[config.mk]
export PLATFORM = sky130hd
export DESIGN_NAME = record_bin_index_builder_flat
export DESIGN_NICKNAME = d
export VERILOG_FILES = /design/src/sv/rbi_pkg.sv /design/src/sv/rbi_if.sv /design/src/sv/rbi_front.sv /design/src/sv/rbi_queue.sv /design/src/sv/rbi_back.sv /design/src/sv/record_bin_index_builder.sv /design/src/flat_wrapper.sv
export SDC_FILE = /design/constraint.sdc
export NUM_CORES = 2
export LEC_CHECK = 0
export ABC_AREA = 1
export BUFFER_PORTS_ARGS = -buffer_cell sky130_fd_sc_hd__buf_4
export CELL_PAD_IN_SITES_DETAIL_PLACEMENT = 1
export CELL_PAD_IN_SITES_GLOBAL_PLACEMENT = 1
export CORE_MARGIN = 2
export CORE_UTILIZATION = 25
export DETAILED_ROUTE_END_ITERATION = 12
export PLACE_DENSITY_LB_ADDON = 0.1
export SLEW_MARGIN = 20
export SYNTH_ARGS = -nofsm -noshare
export SYNTH_HDL_FRONTEND = slang
export SYNTH_SLANG_ARGS = --single-unit
export TNS_END_PERCENT = 30
[constraint.sdc]
create_clock -name clk -period 13.2 [get_ports clk]
set_clock_uncertainty 0.05 [all_clocks]
set_input_delay 1.98 -clock clk [delete_from_list [all_inputs] [get_ports clk]]
set_output_delay 1.98 -clock clk [all_outputs]
set_load 0.005 [all_outputs]
[src/sv/rbi_pkg.sv]
// shared types, constants and the bin function of the bin index builder
package rbi_pkg;

	// default values for the top level parameters
	localparam int WINDOW_SHIFT_DEF = 14;
	localparam int COORD_BITS_DEF   = 29;
	localparam int SEQ_ID_BITS_DEF  = 16;

	// fixed field widths
	localparam int SEQ_W  = 16;
	localparam int POS_W  = 30;
	localparam int OFF_W  = 64;
	localparam int KIND_W = 2;
	localparam int BIN_W  = 16;
	localparam int WIN_W  = 15;
	localparam int BIN_CW = 29;

	// depth of the command queue between front and back, a power of two
	localparam int QUEUE_DEPTH = 2;

	// result kinds
	localparam logic [KIND_W-1:0] KIND_CHUNK  = 2'd0;
	localparam logic [KIND_W-1:0] KIND_RUN    = 2'd1;
	localparam logic [KIND_W-1:0] KIND_UNSORT = 2'd2;
	localparam logic [KIND_W-1:0] KIND_OFFSET = 2'd3;

	// sticky error state, shares codes with the error kinds
	localparam logic [KIND_W-1:0] ERR_NONE = 2'd0;

	// input operations
	localparam logic OP_RECORD = 1'b0;
	localparam logic OP_FINISH = 1'b1;

	// first bin number of each level
	localparam logic [BIN_W-1:0] BIN_BASE_16K  = 16'd4681;
	localparam logic [BIN_W-1:0] BIN_BASE_128K = 16'd585;
	localparam logic [BIN_W-1:0] BIN_BASE_1M   = 16'd73;
	localparam logic [BIN_W-1:0] BIN_BASE_8M   = 16'd9;
	localparam logic [BIN_W-1:0] BIN_BASE_64M  = 16'd1;

	// work handed from front to back: an error, or a run and/or a chunk
	typedef struct packed {
		logic [KIND_W-1:0] err;
		logic              run;
		logic              chk;
		logic [SEQ_W-1:0]  run_seq;
		logic [WIN_W-1:0]  win_first;
		logic [WIN_W-1:0]  win_last;
		logic [OFF_W-1:0]  off;
		logic [SEQ_W-1:0]  chk_seq;
		logic [BIN_W-1:0]  chk_bin;
		logic [OFF_W-1:0]  chk_begin;
	} rbi_cmd_t;

	// one result item
	typedef struct packed {
		logic [KIND_W-1:0] kind;
		logic [SEQ_W-1:0]  chunk_seq;
		logic [BIN_W-1:0]  bin_number;
		logic [OFF_W-1:0]  chunk_begin;
		logic [OFF_W-1:0]  chunk_finish;
		logic [WIN_W-1:0]  window_first;
		logic [WIN_W-1:0]  window_last;
		logic [OFF_W-1:0]  window_offset;
		logic              last;
	} rbi_res_t;

	// smallest bin that holds the inclusive range b..e
	function automatic logic [BIN_W-1:0] bin_of(input logic [BIN_CW-1:0] b,
			input logic [BIN_CW-1:0] e);
		logic [BIN_W-1:0] bin;
		bin = '0;
		if ((b >> 14) == (e >> 14)) begin
			bin = BIN_BASE_16K + BIN_W'(b >> 14);
		end else if ((b >> 17) == (e >> 17)) begin
			bin = BIN_BASE_128K + BIN_W'(b >> 17);
		end else if ((b >> 20) == (e >> 20)) begin
			bin = BIN_BASE_1M + BIN_W'(b >> 20);
		end else if ((b >> 23) == (e >> 23)) begin
			bin = BIN_BASE_8M + BIN_W'(b >> 23);
		end else if ((b >> 26) == (e >> 26)) begin
			bin = BIN_BASE_64M + BIN_W'(b >> 26);
		end
		return bin;
	endfunction

endpackage

[src/sv/rbi_if.sv]
// record and result channel interfaces

// record channel
interface rbi_rec_if import rbi_pkg::*; ();
	logic             valid;
	logic             ready;
	logic             op;
	logic [SEQ_W-1:0] seq_id;
	logic [POS_W-1:0] start_pos;
	logic [POS_W-1:0] stop_pos;
	logic [OFF_W-1:0] file_offset;

	modport source (output valid, op, seq_id, start_pos, stop_pos, file_offset,
		input ready);
	modport sink (input valid, op, seq_id, start_pos, stop_pos, file_offset,
		output ready);
endinterface

// result channel
interface rbi_res_if import rbi_pkg::*; ();
	logic              valid;
	logic              ready;
	logic [KIND_W-1:0] kind;
	logic [SEQ_W-1:0]  chunk_seq;
	logic [BIN_W-1:0]  bin_number;
	logic [OFF_W-1:0]  chunk_begin;
	logic [OFF_W-1:0]  chunk_finish;
	logic [WIN_W-1:0]  window_first;
	logic [WIN_W-1:0]  window_last;
	logic [OFF_W-1:0]  window_offset;
	logic              last;

	modport source (output valid, kind, chunk_seq, bin_number, chunk_begin,
		chunk_finish, window_first, window_last, window_offset, last,
		input ready);
	modport sink (input valid, kind, chunk_seq, bin_number, chunk_begin,
		chunk_finish, window_first, window_last, window_offset, last,
		output ready);
endinterface

[src/sv/rbi_front.sv]
// front end: classifies records, tracks index state, issues commands
module rbi_front import rbi_pkg::*; #(
	parameter int WINDOW_SHIFT = WINDOW_SHIFT_DEF,
	parameter int COORD_BITS   = COORD_BITS_DEF,
	parameter int SEQ_ID_BITS  = SEQ_ID_BITS_DEF
) (
	input  logic      clk,
	input  logic      arst_n,
	rbi_rec_if.sink   rec,
	output logic      push,
	output rbi_cmd_t  push_data,
	input  logic      full
);

	localparam int WW  = (COORD_BITS > WINDOW_SHIFT) ? COORD_BITS - WINDOW_SHIFT : 1;
	localparam int NWW = WW + 1;
	localparam int SW  = (SEQ_ID_BITS < SEQ_W) ? SEQ_ID_BITS : SEQ_W;
	localparam logic [POS_W-1:0] CoordMax = POS_W'((64'd1 << COORD_BITS) - 64'd1);

	// classify stage signals
	logic [POS_W-1:0]      startm1, stopm1, begc, endc;
	logic [COORD_BITS-1:0] beg, endm1;
	logic [WW-1:0]         wbeg, wend;

	// stage 1 registers
	logic             s1_vld_q;
	logic             op_s1;
	logic [SW-1:0]    seq_s1;
	logic [POS_W-1:0] start_s1;
	logic [OFF_W-1:0] off_s1;
	logic [BIN_W-1:0] bin_s1;
	logic [NWW-1:0]   wbeg1_s1;
	logic [WW-1:0]    wend_s1;
	logic [NWW-1:0]   wend1_s1;
	logic             span_s1;

	// index state
	logic              prev_seq_vld_q, open_vld_q, seen_q;
	logic [KIND_W-1:0] err_q;
	logic [NWW-1:0]    nw_q;
	logic [SW-1:0]     prev_seq_q, open_seq_q;
	logic [BIN_W-1:0]  prev_bin_q, open_bin_q;
	logic [OFF_W-1:0]  prev_off_q, open_off_q;
	logic [POS_W-1:0]  prev_start_q;

	// state stage signals
	logic              fire, seq_hit, unsorted, off_bad, run, chk, chk_new;
	logic [KIND_W-1:0] err_nx;
	logic [NWW-1:0]    nw_eff, first, nw_nx;

	// clamp coordinates and find bin and windows
	always_comb begin
		startm1 = (rec.start_pos == '0) ? '0 : rec.start_pos - 1'b1;
		stopm1  = (rec.stop_pos == '0) ? '0 : rec.stop_pos - 1'b1;
		begc    = (startm1 > CoordMax) ? CoordMax : startm1;
		endc    = (stopm1 > CoordMax) ? CoordMax : stopm1;
		if (endc < begc) begin
			endc = begc;
		end
		beg   = begc[COORD_BITS-1:0];
		endm1 = endc[COORD_BITS-1:0];
		wbeg  = WW'(beg >> WINDOW_SHIFT);
		wend  = WW'(endm1 >> WINDOW_SHIFT);
	end

	assign rec.ready = !s1_vld_q || !full;
	assign fire      = s1_vld_q && !full;

	// stage 1 valid
	always_ff @(posedge clk or negedge arst_n) begin
		if (!arst_n) begin
			s1_vld_q <= 1'b0;
		end else if (rec.ready) begin
			s1_vld_q <= rec.valid;
		end
	end

	// stage 1 payload
	always_ff @(posedge clk) begin
		if (rec.ready && rec.valid) begin
			op_s1    <= rec.op;
			seq_s1   <= SW'(rec.seq_id);
			start_s1 <= rec.start_pos;
			off_s1   <= rec.file_offset;
			bin_s1   <= bin_of(BIN_CW'(beg), BIN_CW'(endm1));
			wbeg1_s1 <= NWW'(wbeg) + 1'b1;
			wend_s1  <= wend;
			wend1_s1 <= NWW'(wend) + 1'b1;
			span_s1  <= (wbeg != wend);
		end
	end

	// error checks and run and chunk decisions
	always_comb begin
		seq_hit  = prev_seq_vld_q && (seq_s1 == prev_seq_q);
		unsorted = (op_s1 == OP_RECORD) && seq_hit && (start_s1 < prev_start_q);
		off_bad  = seen_q && (off_s1 <= prev_off_q);
		case (err_q)
			ERR_NONE: begin
				err_nx = unsorted ? KIND_UNSORT : (off_bad ? KIND_OFFSET : ERR_NONE);
			end
			KIND_OFFSET: begin
				err_nx = unsorted ? KIND_UNSORT : KIND_OFFSET;
			end
			default: begin
				err_nx = err_q;
			end
		endcase

		nw_eff  = seq_hit ? nw_q : '0;
		first   = (wbeg1_s1 > nw_eff) ? wbeg1_s1 : nw_eff;
		nw_nx   = (span_s1 && (wend1_s1 > nw_eff)) ? wend1_s1 : nw_eff;
		chk_new = !seq_hit || (bin_s1 != prev_bin_q);
		if (op_s1 == OP_FINISH) begin
			run = 1'b0;
			chk = open_vld_q;
		end else begin
			run = span_s1 && (first <= NWW'(wend_s1));
			chk = chk_new && open_vld_q;
		end
		if (err_nx != ERR_NONE) begin
			run = 1'b0;
			chk = 1'b0;
		end
	end

	// command to the back end
	always_comb begin
		push                = fire && ((err_nx != ERR_NONE) || run || chk);
		push_data.err       = err_nx;
		push_data.run       = run;
		push_data.chk       = chk;
		push_data.run_seq   = SEQ_W'(seq_s1);
		push_data.win_first = WIN_W'(first);
		push_data.win_last  = WIN_W'(wend_s1);
		push_data.off       = off_s1;
		push_data.chk_seq   = SEQ_W'(open_seq_q);
		push_data.chk_bin   = open_bin_q;
		push_data.chk_begin = open_off_q;
	end

	// control state
	always_ff @(posedge clk or negedge arst_n) begin
		if (!arst_n) begin
			prev_seq_vld_q <= 1'b0;
			open_vld_q     <= 1'b0;
			seen_q         <= 1'b0;
			err_q          <= ERR_NONE;
			nw_q           <= '0;
		end else if (fire) begin
			if (err_nx != ERR_NONE) begin
				err_q <= err_nx;
			end else if (op_s1 == OP_FINISH) begin
				prev_seq_vld_q <= 1'b0;
				open_vld_q     <= 1'b0;
				seen_q         <= 1'b0;
				nw_q           <= '0;
			end else begin
				prev_seq_vld_q <= 1'b1;
				seen_q         <= 1'b1;
				nw_q           <= nw_nx;
				if (chk_new) begin
					open_vld_q <= 1'b1;
				end
			end
		end
	end

	// record state payload
	always_ff @(posedge clk) begin
		if (fire && (err_nx == ERR_NONE) && (op_s1 == OP_RECORD)) begin
			prev_seq_q   <= seq_s1;
			prev_off_q   <= off_s1;
			prev_start_q <= start_s1;
			prev_bin_q   <= bin_s1;
			if (chk_new) begin
				open_seq_q <= seq_s1;
				open_bin_q <= bin_s1;
				open_off_q <= off_s1;
			end
		end
	end

endmodule

[src/sv/rbi_queue.sv]
// short command queue between front and back
module rbi_queue import rbi_pkg::*; (
	input  logic     clk,
	input  logic     arst_n,
	input  logic     push,
	input  rbi_cmd_t push_data,
	output logic     full,
	input  logic     pop,
	output logic     pop_vld,
	output rbi_cmd_t pop_data
);

	localparam int PW = (QUEUE_DEPTH > 1) ? $clog2(QUEUE_DEPTH) : 1;
	localparam int CNTW = $clog2(QUEUE_DEPTH + 1);

	rbi_cmd_t        mem_q [QUEUE_DEPTH];
	logic [PW-1:0]   wr_ptr_q, rd_ptr_q;
	logic [CNTW-1:0] cnt_q;

	assign full     = (cnt_q == CNTW'(QUEUE_DEPTH));
	assign pop_vld  = (cnt_q != '0);
	assign pop_data = mem_q[rd_ptr_q];

	// pointers and fill count
	always_ff @(posedge clk or negedge arst_n) begin
		if (!arst_n) begin
			wr_ptr_q <= '0;
			rd_ptr_q <= '0;
			cnt_q    <= '0;
		end else begin
			if (push && !full) begin
				wr_ptr_q <= wr_ptr_q + 1'b1;
			end
			if (pop && pop_vld) begin
				rd_ptr_q <= rd_ptr_q + 1'b1;
			end
			if ((push && !full) && !(pop && pop_vld)) begin
				cnt_q <= cnt_q + 1'b1;
			end else if (!(push && !full) && (pop && pop_vld)) begin
				cnt_q <= cnt_q - 1'b1;
			end
		end
	end

	// entry storage
	always_ff @(posedge clk) begin
		if (push && !full) begin
			mem_q[wr_ptr_q] <= push_data;
		end
	end

endmodule

[src/sv/rbi_back.sv]
// back end: expands commands into result items behind an output register
module rbi_back import rbi_pkg::*; (
	input  logic      clk,
	input  logic      arst_n,
	input  logic      q_vld,
	input  rbi_cmd_t  q_data,
	output logic      pop,
	rbi_res_if.source res
);

	logic     out_vld_q, pend_vld_q;
	rbi_res_t res_q, pend_q;
	logic     slot_free;
	rbi_res_t head_res, chunk_res;

	assign slot_free = !out_vld_q || res.ready;
	assign pop       = slot_free && !pend_vld_q && q_vld;

	// results that the head command gives
	always_comb begin
		chunk_res              = '0;
		chunk_res.kind         = KIND_CHUNK;
		chunk_res.chunk_seq    = q_data.chk_seq;
		chunk_res.bin_number   = q_data.chk_bin;
		chunk_res.chunk_begin  = q_data.chk_begin;
		chunk_res.chunk_finish = q_data.off;
		chunk_res.last         = 1'b1;

		head_res = '0;
		if (q_data.err != ERR_NONE) begin
			head_res.kind = q_data.err;
			head_res.last = 1'b1;
		end else if (q_data.run) begin
			head_res.kind          = KIND_RUN;
			head_res.chunk_seq     = q_data.run_seq;
			head_res.window_first  = q_data.win_first;
			head_res.window_last   = q_data.win_last;
			head_res.window_offset = q_data.off;
			head_res.last          = !q_data.chk;
		end else begin
			head_res = chunk_res;
		end
	end

	// output and pending valid flags
	always_ff @(posedge clk or negedge arst_n) begin
		if (!arst_n) begin
			out_vld_q  <= 1'b0;
			pend_vld_q <= 1'b0;
		end else if (slot_free) begin
			out_vld_q <= pend_vld_q || q_vld;
			if (pend_vld_q) begin
				pend_vld_q <= 1'b0;
			end else if (q_vld) begin
				pend_vld_q <= (q_data.err == ERR_NONE) && q_data.run && q_data.chk;
			end
		end
	end

	// output and pending payload
	always_ff @(posedge clk) begin
		if (slot_free) begin
			if (pend_vld_q) begin
				res_q <= pend_q;
			end else if (q_vld) begin
				res_q  <= head_res;
				pend_q <= chunk_res;
			end
		end
	end

	assign res.valid         = out_vld_q;
	assign res.kind          = res_q.kind;
	assign res.chunk_seq     = res_q.chunk_seq;
	assign res.bin_number    = res_q.bin_number;
	assign res.chunk_begin   = res_q.chunk_begin;
	assign res.chunk_finish  = res_q.chunk_finish;
	assign res.window_first  = res_q.window_first;
	assign res.window_last   = res_q.window_last;
	assign res.window_offset = res_q.window_offset;
	assign res.last          = res_q.last;

endmodule

[src/sv/record_bin_index_builder.sv]
// top level of the streaming bin and linear index builder
//
// rec carries sorted interval records (op record) and a closing finish item
// with the end offset; res carries bin chunks, linear window runs and
// sticky error items, with last set on the final result of each item.
// Both channels use valid/ready; an item moves when both are high.
// The front end registers the clamped coordinates, bin and windows, then
// updates the index state from those registers and pushes a command into a
// two-entry queue. The back end turns each command into one or two results
// in an output register.
// A result passes through the stage 1 registers, the queue and the output
// register. An item giving a run and a chunk holds the back end while its
// second result goes out, as there is a single result port.
// When res stalls, the queue and the stage before it fill and rec.ready
// drops; nothing is lost. Reset clears the index state flags and the
// sticky error and empties the pipeline; no clearing pass is needed.
module record_bin_index_builder import rbi_pkg::*; #(
	parameter int WINDOW_SHIFT = WINDOW_SHIFT_DEF,
	parameter int COORD_BITS   = COORD_BITS_DEF,
	parameter int SEQ_ID_BITS  = SEQ_ID_BITS_DEF
) (
	input  logic      clk,
	input  logic      arst_n,
	rbi_rec_if.sink   rec,
	rbi_res_if.source res
);

	logic     push, full, pop, q_vld;
	rbi_cmd_t push_data, q_data;

	// record classification and index state
	rbi_front #(
		.WINDOW_SHIFT(WINDOW_SHIFT),
		.COORD_BITS  (COORD_BITS),
		.SEQ_ID_BITS (SEQ_ID_BITS)
	) u_front (
		.clk      (clk),
		.arst_n   (arst_n),
		.rec      (rec),
		.push     (push),
		.push_data(push_data),
		.full     (full)
	);

	// command queue
	rbi_queue u_queue (
		.clk      (clk),
		.arst_n   (arst_n),
		.push     (push),
		.push_data(push_data),
		.full     (full),
		.pop      (pop),
		.pop_vld  (q_vld),
		.pop_data (q_data)
	);

	// result emission
	rbi_back u_back (
		.clk   (clk),
		.arst_n(arst_n),
		.q_vld (q_vld),
		.q_data(q_data),
		.pop   (pop),
		.res   (res)
	);

endmodule
[src/flat_wrapper.sv]
// flat-port wrapper written by rule: the top's interface ports become plain ports
module record_bin_index_builder_flat import rbi_pkg::*;
#(
	parameter int WINDOW_SHIFT = WINDOW_SHIFT_DEF,
	parameter int COORD_BITS   = COORD_BITS_DEF,
	parameter int SEQ_ID_BITS  = SEQ_ID_BITS_DEF
)
  (clk, arst_n, rec_valid, rec_op, rec_seq_id, rec_start_pos, rec_stop_pos, rec_file_offset, rec_ready, res_valid, res_kind, res_chunk_seq, res_bin_number, res_chunk_begin, res_chunk_finish, res_window_first, res_window_last, res_window_offset, res_last, res_ready);
  rbi_rec_if rec_i ();
  rbi_res_if res_i ();
  input  logic clk;
  input  logic arst_n;
  input wire logic [$bits(rec_i.valid)-1:0] rec_valid;
  input wire logic [$bits(rec_i.op)-1:0] rec_op;
  input wire logic [$bits(rec_i.seq_id)-1:0] rec_seq_id;
  input wire logic [$bits(rec_i.start_pos)-1:0] rec_start_pos;
  input wire logic [$bits(rec_i.stop_pos)-1:0] rec_stop_pos;
  input wire logic [$bits(rec_i.file_offset)-1:0] rec_file_offset;
  output wire logic [$bits(rec_i.ready)-1:0] rec_ready;
  output wire logic [$bits(res_i.valid)-1:0] res_valid;
  output wire logic [$bits(res_i.kind)-1:0] res_kind;
  output wire logic [$bits(res_i.chunk_seq)-1:0] res_chunk_seq;
  output wire logic [$bits(res_i.bin_number)-1:0] res_bin_number;
  output wire logic [$bits(res_i.chunk_begin)-1:0] res_chunk_begin;
  output wire logic [$bits(res_i.chunk_finish)-1:0] res_chunk_finish;
  output wire logic [$bits(res_i.window_first)-1:0] res_window_first;
  output wire logic [$bits(res_i.window_last)-1:0] res_window_last;
  output wire logic [$bits(res_i.window_offset)-1:0] res_window_offset;
  output wire logic [$bits(res_i.last)-1:0] res_last;
  input wire logic [$bits(res_i.ready)-1:0] res_ready;
  assign rec_i.valid = rec_valid;
  assign rec_i.op = rec_op;
  assign rec_i.seq_id = rec_seq_id;
  assign rec_i.start_pos = rec_start_pos;
  assign rec_i.stop_pos = rec_stop_pos;
  assign rec_i.file_offset = rec_file_offset;
  assign rec_ready = rec_i.ready;
  assign res_valid = res_i.valid;
  assign res_kind = res_i.kind;
  assign res_chunk_seq = res_i.chunk_seq;
  assign res_bin_number = res_i.bin_number;
  assign res_chunk_begin = res_i.chunk_begin;
  assign res_chunk_finish = res_i.chunk_finish;
  assign res_window_first = res_i.window_first;
  assign res_window_last = res_i.window_last;
  assign res_window_offset = res_i.window_offset;
  assign res_last = res_i.last;
  assign res_i.ready = res_ready;
  record_bin_index_builder #(.WINDOW_SHIFT(WINDOW_SHIFT), .COORD_BITS(COORD_BITS), .SEQ_ID_BITS(SEQ_ID_BITS)) u_core (.clk(clk), .arst_n(arst_n), .rec(rec_i), .res(res_i));
endmodule
==> results by group <==
Status
  • Status: finished clean

Yosys
  • Top FF cell, synth: edfxtp_1
  • Synth warn: 0
  • Syn Nets: 4431
  • Synth Area per Inst: 12.9 µm²
  • Distinct cells, synth: 63
  • EDFF count, synth: 1234
  • Post-synthesis register bit count: 1261
  • Post-Syn Instances: 4100
  • FFs w/ async S/R, synth: 2.14%
  • Post-Syn Area: 0.0530 mm²
  • Sequential area share after synthesis: 71.2%

Clock network
  • TritonCTS clock tree: yes
  • Clock sinks: 1261
  • Clk pin slew, worst setup/hold paths: 0.06 ns
  • Clock buffer count from CTS: 152
  • H-tree levels: 4
  • Post-CTS Hold Buffers: 0
  • Root Driver: clkbuf_16
  • CTS resizes: 0
  • Worst-Skew Late Latency: 0.78 ns
  • Post-CTS Setup Inserts: 0
  • Clock buffer depth: 3

Detailed routing
  • Initial DRC count: 1784
  • Avg WL per Cell: 21.0 µm
  • DR vias: 32089
  • Detail Route Antenna Nets: 0
  • Vias/cell: 4.28
  • Drt drc: 0
  • Top Layer Used: met5
  • WL final: 158000 µm
  • WL met3: 5430 µm
  • WL met2: 76000 µm
  • TritonRoute pass-1 iters: 5
  • Length of routed wiring on met1: 72700 µm

Worst setup path
  • Crit-path slowest cell: buf_12
  • Crit. End Element: flop
  • Worst Setup Start Kind: flop
  • Crit path DAT: 8.67 ns
  • RR Startpoint: u_core.u_front.seq_s1[3]
  • Critical path's largest stage delay: 0.68 ns
  • CP Class: reg2reg
  • Cells on worst reg2reg path: 32
  • RR Endpoint: u_core.u_queue.mem_q[0][50]
  • Crit path max fanout: 124
  • WP data required: 13.54 ns
  • FF-to-FF setup slack: 4.87 ns

Cells and area
  • Design area: 0.0641 mm²
  • FF+latch area: 0.0377 mm²
  • Multi-input combinational cell area: 0.0130 mm²
  • FILL cells: 22790
  • Area Overhead vs Synth: 20.9%
  • Layout cells sized above 1: 19.1%
  • Most frequent cells in the layout: edfxtp_1, nand2_1, inv_1
  • Finished Layout Cells: 7503
  • Commonest non-fill, non-tap cell in the layout: edfxtp_1
  • Layout Nets: 4895

Floorplanning
  • Initial Utilization: 25.1%
  • CORE AREA: 0.211 mm²
  • Row Count: 169
  • Die Span Y: 465 µm
  • IO Pins: 404
  • Die Area: 0.216 mm²
  • Die W: 465 µm

Place
  • Port Buf Inserts: 403
  • Area of placed instances: 0.0594 mm²
  • DP HPWL: 107000 µm
  • Final GP Congestion: 0.780
  • DP Cell Count: 7231

STA
  • Max Clock Freq: 120 MHz
  • Setup tns final: 0 ns
  • Final hold vios: 0
  • Fin Hold WS: 0.382 ns
  • Worst slew margin: 24.8%
  • # setup viols final: 0
  • Slew @ Worst Pin: 1.13 ns
  • Final min period: 8.33 ns
  • Crit share post-route: 63.1%
  • RSZ-0062 raised after global routing: false
  • Max-slew violations: 0

Pwr
  • Pwr/cell area: 234 mW/mm²
  • Leak: 24.3 nW
  • Design Power: 15.0 mW
  • Maximum VDD drop: 154 µV

GRT
  • Initial antenna violation count: 7
  • Vias in the first global route: 33979
  • Congestion Overflow GR: 0
  • Pin count of the biggest net entering global routing: 150
  • First-pass GRT wire length: 232000 µm
  • Total GRT Usage: 14.4%

Worst hold path
  • Hold endpoint: u_core.u_queue.mem_q[0][79]
  • Worst hold path type: reg2reg
  • Hold Crit Start: u_core.u_front.open_bin_q[15]
  • Min-Delay Path Depth: 0

Run
  • Maximum Capacitance Violations: 0
## worst max-delay path: cells and delay by family, from the launching register on
family	cells	cell delay [ns]
buffers and inverters	6	2.29
AO/OA/AOI/OAI	8	1.59
AND/OR/NAND/NOR	16	2.75
adder cells (fa/ha/maj)	2	0.61
flip-flops	1	0.44
## where the power goes
part	total, mW	internal (mW)	switching [mW]
clock	3.97	2.30	1.67
combinational	3.92	1.22	2.70
sequential	7.08	6.47	0.616
total	15.0	9.99	4.99
## cell type report
type,instances,area share (%)
clock inverter,79,1.03
antenna,2,0.00781
multi-input combinational,2237,20.3
tap,2821,5.51
inverter,476,2.82
clock buffer,191,6.24
sequential,1261,58.9
timing repair buffer,436,5.18
## stage by stage
| step | setup slack [ns] | utilization (%) |
|---|---|---|
| after floorplan | -1.68 | - |
| after global placement | 4.56 | 28.1 |
| after detailed placement | 4.52 | 28.1 |
| after CTS | 4.48 | 30.3 |
| after global routing | 3.95 | 30.3 |
| final | 4.87 | 30.3 |
## worst max path at each step
stage / endpoint / from / slack [ns] / depth (start not counted)
6_report: u_core.u_queue.mem_q[0][50] / u_core.u_front.seq_s1[3] / 4.87 / 32
3_5_place_dp: u_core.u_queue.mem_q[0][45] / u_core.u_front.seq_s1[3] / 4.52 / 32
5_1_grt: u_core.u_queue.mem_q[0][52] / u_core.u_front.seq_s1[5] / 3.95 / 34
4_1_cts: u_core.u_queue.mem_q[0][45] / u_core.u_front.seq_s1[3] / 4.48 / 32
3_3_place_gp: u_core.u_queue.mem_q[0][40] / u_core.u_front.seq_s1[3] / 4.56 / 32
2_1_floorplan: u_core.u_queue.cnt_q[1] / res_ready / -1.68 / 7
## synthesized netlist by cell type (9+ instances only)
library cell / number / area (µm²)
clkbuf_1: 103 / 387
or2_2: 151 / 945
nor2_2: 22 / 138
o21ai_1: 13 / 65.1
nor3_1: 33 / 165
inv_1: 457 / 1720
nand2_1: 632 / 2370
a32o_1: 64 / 641
nor4_1: 10 / 62.6
xor2_1: 74 / 648
ha_1: 186 / 2330
nand4_1: 33 / 206
a21oi_1: 139 / 696
dfrtp_1: 27 / 676
nand3_1: 132 / 661
nand2_2: 16 / 100
a211oi_1: 9 / 67.6
buf_1: 10 / 37.5
o21ai_0: 360 / 1800
inv_2: 17 / 63.8
nor2_1: 223 / 837
edfxtp_1: 1234 / 37100
xnor2_1: 31 / 272
## registers in the layout, summed over array words and instances, names as in the netlist, 64 cells and up
register,count
u_core.u_front.prev_off_q,64
u_core.u_back.res.window_offset,64
u_core.u_back.res.chunk_begin,64
u_core.u_back.pend_q,160
u_core.u_front.open_off_q,64
u_core.u_queue.mem_q,420
u_core.u_front.off_s1,64
u_core.u_back.res.chunk_finish,64
## layer usage
layer	up-vias	GRT usage, %
met2	542	24.3
met3	200	2.37
met1	15959	19.1
met4	6	3.90
met5	-	0
li1	15382	-
## cells by family after synthesis
kind of cell             count (synthesis)  synth area share, %
AND/OR/NAND/NOR                       1301                 11.2
flip-flops                            1261                 71.2
AO/OA/AOI/OAI                          641                 7.03
buffers and inverters                  602                 4.39
adder cells (fa/ha/maj)                186                 4.39
XOR/XNOR                               105                 1.73
other                                    2               0.0142
multiplexers                             2               0.0378
Power figures use the tool's default switching activity.
